[config.mk]
export PLATFORM = sky130hd
export DESIGN_NAME = node_blocklist_table_unit
export DESIGN_NICKNAME = d
export VERILOG_FILES = /design/src/hdl/nbt_pkg.sv /design/src/hdl/nbt_ctrl.sv /design/src/hdl/nbt_datapath.sv /design/src/hdl/node_blocklist_table_unit.sv
export SDC_FILE = /design/constraint.sdc
export NUM_CORES = 1
export LEC_CHECK = 0
export ABC_CLOCK_PERIOD_IN_PS = 8750
export BUFFER_PORTS_ARGS = -buffer_cell sky130_fd_sc_hd__buf_2
export CORE_MARGIN = 4
export CORE_UTILIZATION = 50
export DETAILED_ROUTE_END_ITERATION = 16
export PLACE_DENSITY = 0.74
export RECOVER_POWER = 25
export REMOVE_ABC_BUFFERS = 1
export SYNTH_ARGS = -nofsm -noshare
export SYNTH_HDL_FRONTEND = slang
export SYNTH_SLANG_ARGS = --single-unit
[constraint.sdc]
create_clock -name clk -period 8.75 [get_ports clk]
set_input_delay 1.75 -clock clk [delete_from_list [all_inputs] [get_ports clk]]
set_output_delay 1.75 -clock clk [all_outputs]
set_load 0.1 [all_outputs]
[src/hdl/nbt_pkg.sv]
// shared types and codes for the node blocklist table
package nbt_pkg;

  // request codes
  localparam logic [2:0] REQ_ADD    = 3'd0;
  localparam logic [2:0] REQ_REMOVE = 3'd1;
  localparam logic [2:0] REQ_LOOKUP = 3'd2;
  localparam logic [2:0] REQ_CLEAR  = 3'd3;
  localparam logic [2:0] REQ_DROP   = 3'd4;

  // reason codes
  localparam logic [2:0] RSN_DONE     = 3'd0;
  localparam logic [2:0] RSN_PRESENT  = 3'd1;
  localparam logic [2:0] RSN_FULL     = 3'd2;
  localparam logic [2:0] RSN_NOTFOUND = 3'd3;
  localparam logic [2:0] RSN_SRC      = 3'd4;

  typedef struct packed {
    logic [2:0]  req_type;
    logic [15:0] key_a;
    logic [15:0] key_b;
    logic        a_present;
    logic        b_present;
  } nbt_req_t;

  typedef struct packed {
    logic       hit;
    logic [2:0] reason;
    logic [4:0] entry_count;
  } nbt_res_t;

  typedef enum logic {
    NBT_IDLE,
    NBT_EXEC
  } nbt_state_t;

  // commands from the controller to the datapath
  typedef struct packed {
    logic capture;
    logic exec;
  } nbt_cmd_t;

endpackage

[src/hdl/nbt_ctrl.sv]
// request sequencer: accepts a request, then runs the execute state
module nbt_ctrl (
  input  logic             clk,
  input  logic             rst_n,
  input  logic             start,
  output logic             busy,
  output nbt_pkg::nbt_cmd_t cmd
);
  import nbt_pkg::*;

  nbt_state_t state_r;
  nbt_state_t state_nxt;

  // state register
  always_ff @(posedge clk) begin
    if (!rst_n) begin
      state_r <= NBT_IDLE;
    end else begin
      state_r <= state_nxt;
    end
  end

  // next state and commands
  always_comb begin
    state_nxt   = state_r;
    busy        = 1'b0;
    cmd.capture = 1'b0;
    cmd.exec    = 1'b0;
    unique case (state_r)
      NBT_IDLE: begin
        if (start) begin
          cmd.capture = 1'b1;
          state_nxt   = NBT_EXEC;
        end
      end
      NBT_EXEC: begin
        busy      = 1'b1;
        cmd.exec  = 1'b1;
        state_nxt = NBT_IDLE;
      end
      default: begin
        state_nxt = NBT_IDLE;
      end
    endcase
  end

endmodule

[src/hdl/nbt_datapath.sv]
// entry registers, parallel key compare, table update and result register
module nbt_datapath #(
  parameter int MAX_ENTRIES = 16
) (
  input  logic              clk,
  input  logic              rst_n,
  input  nbt_pkg::nbt_cmd_t cmd,
  input  nbt_pkg::nbt_req_t in_req,
  output logic              out_valid,
  output nbt_pkg::nbt_res_t out_res
);
  import nbt_pkg::*;

  localparam int CW = $clog2(MAX_ENTRIES + 1);

  logic [15:0]            entry_r [MAX_ENTRIES];
  logic [CW-1:0]          count_r;
  logic [CW-1:0]          count_nxt;

  // captured request and compare results
  logic [2:0]             req_type_r;
  logic [15:0]            key_a_r;
  logic                   ap_r;
  logic                   bp_r;
  logic [MAX_ENTRIES-1:0] ma_r;
  logic [MAX_ENTRIES-1:0] mb_r;
  logic [MAX_ENTRIES-1:0] ma_nxt;
  logic [MAX_ENTRIES-1:0] mb_nxt;
  logic [MAX_ENTRIES-1:0] pre_a;

  logic                   any_a;
  logic                   any_b;
  logic                   full;
  logic                   add_ok;
  logic                   rem_ok;
  logic                   hit_nxt;
  logic [2:0]             reason_nxt;
  logic [CW+4:0]          cnt_ext;

  logic                   out_valid_r;
  nbt_res_t               out_res_r;

  // compare both keys against every valid entry
  for (genvar j = 0; j < MAX_ENTRIES; j++) begin : g_cmp
    logic valid;
    assign valid     = CW'(j) < count_r;
    assign ma_nxt[j] = valid && (entry_r[j] == in_req.key_a);
    assign mb_nxt[j] = valid && (entry_r[j] == in_req.key_b);
  end

  // capture the request on transfer
  always_ff @(posedge clk) begin
    if (cmd.capture) begin
      req_type_r <= in_req.req_type;
      key_a_r    <= in_req.key_a;
      ap_r       <= in_req.a_present;
      bp_r       <= in_req.b_present;
      ma_r       <= ma_nxt;
      mb_r       <= mb_nxt;
    end
  end

  assign any_a = |ma_r;
  assign any_b = |mb_r;
  assign full  = (count_r == CW'(MAX_ENTRIES));

  // entries at or above the removed one move down
  assign pre_a[0] = ma_r[0];
  for (genvar j = 1; j < MAX_ENTRIES; j++) begin : g_pre
    assign pre_a[j] = pre_a[j-1] | ma_r[j];
  end

  // request decode and result
  always_comb begin
    hit_nxt    = 1'b0;
    reason_nxt = RSN_DONE;
    count_nxt  = count_r;
    add_ok     = 1'b0;
    rem_ok     = 1'b0;
    unique case (req_type_r)
      REQ_ADD: begin
        if (any_a) begin
          reason_nxt = RSN_PRESENT;
        end else if (full) begin
          reason_nxt = RSN_FULL;
        end else begin
          add_ok    = 1'b1;
          hit_nxt   = 1'b1;
          count_nxt = count_r + CW'(1);
        end
      end
      REQ_REMOVE: begin
        if (any_a) begin
          rem_ok    = 1'b1;
          hit_nxt   = 1'b1;
          count_nxt = count_r - CW'(1);
        end else begin
          reason_nxt = RSN_NOTFOUND;
        end
      end
      REQ_LOOKUP: begin
        if (ap_r && any_a) begin
          hit_nxt = 1'b1;
        end else begin
          reason_nxt = RSN_NOTFOUND;
        end
      end
      REQ_CLEAR: begin
        count_nxt = '0;
      end
      REQ_DROP: begin
        if (ap_r && any_a) begin
          hit_nxt = 1'b1;
        end else if (bp_r && any_b) begin
          hit_nxt    = 1'b1;
          reason_nxt = RSN_SRC;
        end else begin
          reason_nxt = RSN_NOTFOUND;
        end
      end
      default: begin
      end
    endcase
  end

  // table entries: append on add, shift down on remove
  for (genvar j = 0; j < MAX_ENTRIES; j++) begin : g_entry
    if (j < MAX_ENTRIES - 1) begin : g_shift
      always_ff @(posedge clk) begin
        if (cmd.exec) begin
          if (add_ok && (count_r == CW'(j))) begin
            entry_r[j] <= key_a_r;
          end else if (rem_ok && pre_a[j]) begin
            entry_r[j] <= entry_r[j+1];
          end
        end
      end
    end else begin : g_last
      always_ff @(posedge clk) begin
        if (cmd.exec && add_ok && (count_r == CW'(j))) begin
          entry_r[j] <= key_a_r;
        end
      end
    end
  end

  // entry count
  always_ff @(posedge clk) begin
    if (!rst_n) begin
      count_r <= '0;
    end else if (cmd.exec) begin
      count_r <= count_nxt;
    end
  end

  assign cnt_ext = {5'b0, count_nxt};

  // result register and strobe
  always_ff @(posedge clk) begin
    if (!rst_n) begin
      out_valid_r <= 1'b0;
    end else begin
      out_valid_r <= cmd.exec;
    end
  end

  always_ff @(posedge clk) begin
    if (cmd.exec) begin
      out_res_r.hit         <= hit_nxt;
      out_res_r.reason      <= reason_nxt;
      out_res_r.entry_count <= cnt_ext[4:0];
    end
  end

  assign out_valid = out_valid_r;
  assign out_res   = out_res_r;

endmodule

[src/hdl/node_blocklist_table_unit.sv]
// node blocklist table: top level
//
//   channel   ports                       transfer
//   request   start, busy, in_req         start high while busy low
//   result    out_valid, out_res          out_valid high, one cycle
//
// for each request, the transfer cycle compares both keys against
// every valid entry in parallel, the next cycle (busy high) updates the table.
// the result shows in the cycle after that, while the next request may transfer.
// synchronous active-low reset empties the table; entry contents are left as is.
// the result receiver cannot stall; out_valid holds for exactly one cycle.
module node_blocklist_table_unit #(
  parameter int MAX_ENTRIES = 16
) (
  input  logic              clk,
  input  logic              rst_n,
  input  logic              start,
  output logic              busy,
  input  nbt_pkg::nbt_req_t in_req,
  output logic              out_valid,
  output nbt_pkg::nbt_res_t out_res
);
  import nbt_pkg::*;

  nbt_cmd_t cmd;

  // sequencer
  nbt_ctrl u_ctrl (
    .clk   (clk),
    .rst_n (rst_n),
    .start (start),
    .busy  (busy),
    .cmd   (cmd)
  );

  // table and compare datapath
  nbt_datapath #(
    .MAX_ENTRIES (MAX_ENTRIES)
  ) u_datapath (
    .clk       (clk),
    .rst_n     (rst_n),
    .cmd       (cmd),
    .in_req    (in_req),
    .out_valid (out_valid),
    .out_res   (out_res)
  );

endmodule
==> flow_summary.ini <==
[status]
outcome = finished, violations left
violations = capacitance limit, slew limit

[cells_and_area]
layout_commonest_cell = xor2_1
mostFrequentLayoutCells = xor2_1, edfxtp_1, mux2_2
fin_nets = 1587
layoutNonFillerInstCount = 2086
drive_gt1_share_pct = 21.9
antenna_cells = 0
areaGrowthSynthToFinish_pct = 8.35
finish.instance_area_um2 = 21400

[placement]
hpwlAfterDp_um = 38800
numPortBuffers = 50
place_inst = 2023
dpl_cell_area_um2 = 20200
gp_congestion = 0.958

[route]
drt_iter0_markers = 1882
ant_nets = 0
totalWireLength_um = 63200
num_vias = 13400
via_per_inst = 6.44
drc = 0
drt_first_pass_iters = 6
wire_per_inst_um = 30.3

[synthesis]
yosysUniqueCellTypes = 57
yosys_warnings = 0
avgSynthCellArea_um2 = 12.7
netlist_instances = 1553
synth_edf_count = 318
ys_ff_latch = 325
syn_area_um2 = 19700
yosysSeqAreaShare_pct = 49.1
synth-main-ff-cell = edfxtp_1
synthArstFlopShare_pct = 0

[critical_path]
crit_fanout = 54
crit_arrival_ns = 4.45
crit_path_end_kind = flip-flop
cp_data_required_time_ns = 8.81
cp_cell_sequence = buf_2 -> nor2b_1 -> clkbuf_1
crit_type = in2reg
max_stage_delay_ns = 2.46
start_kind = primary input
slowest_stage = clkbuf_1

[clock_network]
post-cts-setup-buffer-count = 0
cts.clk_slew.worst_paths_ns = 0.06
cts-hold-fix-buffers = 0
cts-root-buf = clkbuf_16
clk_latency_ns = 0.54
cts_buffers = 35
tritoncts = yes
cts_sinks = 325
htree_levels = 2
cts_resized = 0
clock_path_buffers = 3

[timing]
rsz0062_at_grt = no
hold-worst-slack_ns = 0.650
relSlewSlack_pct = -132
skew_ns = 0.0202
tns_ns = 0
fin_crit_sh_pct = 50.3
setup_violations = 0
timing.fmax_ghz = 0.227
drv_slew = 377
tightest_slew_ns = 3.48
final_hold_viol_count = 0
min_period_ns = 4.40

[die]
die-area_um2 = 42700
die_height_um = 207
start_util_pct = 50.8
die_x_um = 207
io_pins = 51
fp-row-count = 72
core_um2 = 38800

[power]
p_total_w = 0.00376
leakage_nw = 7.07
ir_drop_v = 0.000116
power_density_nw_per_um2 = 176

[grt]
grt_usage_pct = 29.4
grt_max_degree = 55
grt_pass1_wl_um = 90800
grt_pass1_vias = 13100
grt_antenna_before_repair = 0
grt.overflow.total = 0

[job]
cap_violations = 19

[hold_path]
worstHoldPathType = reg2reg
[path summary, 6_finish.rpt]
check | startpoint | endpoint | slack (ns) | depth (start not counted)
worst max-delay path | start | u_datapath.mb_r[10]$_DFFE_PP_ | 4.35 | 3
worst min-delay path | u_datapath.entry_r[14][15]$_DFFE_PP_ | u_datapath.entry_r[13][15]$_DFFE_PP_ | 0.65 | 1
worst max register to register | u_datapath.req_type_r[2]$_DFFE_PP_ | u_datapath.entry_r[4][7]$_DFFE_PP_ | 4.83 | 6
worst min register to register | u_datapath.entry_r[14][15]$_DFFE_PP_ | u_datapath.entry_r[13][15]$_DFFE_PP_ | 0.65 | 1
[report_power, final]
part	switching, W	internal (W)
Sequential	0.0000623	0.00174
Combinational	0.000235	0.000146
Clock	0.000632	0.000936
Total	0.000930	0.00283
[per-layer routing]
| metal | share of wire, % | up-vias | GRT usage [%] |
|---|---|---|---|
| met5 | 0 | - | 0 |
| li1 | - | 5612 | - |
| met1 | 38 | 6603 | 40.5 |
| met4 | 5.5 | 0 | 12.9 |
| met2 | 44 | 1004 | 44.2 |
| met3 | 13 | 213 | 7.19 |
[cell usage after synthesis, drive strengths merged (2+ instances only)]
cell | instances | area share [%]
nand3 | 20 | 0.51
nand2 | 31 | 0.64
nand2b | 4 | 0.13
o21bai | 7 | 0.32
a41oi | 3 | 0.13
inv | 9 | 0.17
nor2b | 8 | 0.25
nor3 | 32 | 0.81
clkbuf | 75 | 1.4
or4 | 2 | 0.076
nand4 | 58 | 1.8
a21oi | 11 | 0.28
o211ai | 2 | 0.076
mux2 | 240 | 14
and2 | 4 | 0.13
edfxtp | 318 | 48
a31oi | 7 | 0.22
mux2i | 3 | 0.15
nor4 | 95 | 3.1
xor2 | 342 | 15
o31a | 2 | 0.089
o21ai | 16 | 0.43
or3 | 2 | 0.063
and3 | 3 | 0.095
nor2 | 13 | 0.26
xnor2 | 170 | 7.6
or2 | 4 | 0.13
ha | 5 | 0.32
o21a | 5 | 0.19
buf | 40 | 1.3
dfxtp | 7 | 0.71
o31ai | 2 | 0.10
[cells by family after synthesis]
kind of cell	after synthesis	share of synthesized area (%)
buf+inv	124	2.91
mux	243	14.4
fa+ha+maj	5	0.317
compound gates	66	2.44
simple gates	278	8.09
flops	325	49.1
xor+xnor	512	22.7
[cell type report]
type | instances | area [um2]
Fill cell | 3087 | 17500
Inverter | 9 | 33.8
Tap cell | 518 | 648
Sequential cell | 325 | 9690
Timing Repair Buffer | 67 | 340
Clock inverter | 21 | 239
Clock buffer | 42 | 965
Multi-Input combinational cell | 1104 | 9450
[worst max-delay path, delay by kind of cell]
| kind | cells | cell delay (ns) |
|---|---|---|
| buffers and inverters | 2 | 2.54 |
| AND/OR/NAND/NOR | 1 | 0.11 |
[registers in the layout (all words and copies together) (netlist names)]
register	count
u_datapath.mb_r	16
u_datapath.req_type_r	3
u_ctrl.state_r	1
u_datapath.out_valid	1
u_datapath.key_a_r	16
u_datapath.out_res	9
u_datapath.bp_r	1
u_datapath.count_r	5
u_datapath.entry_r	256
u_datapath.ap_r	1
u_datapath.ma_r	16
[metrics by stage]
step           util [%]  worst slack [ns]
3_3_place_gp       52.1              4.97
3_5_place_dp       52.1              4.76
5_1_grt            55.0              4.18
2_1_floorplan         -              4.17
6_report           55.0              4.35
4_1_cts            55.2              4.73
No activity file was read; power rests on OpenSTA's default activity.
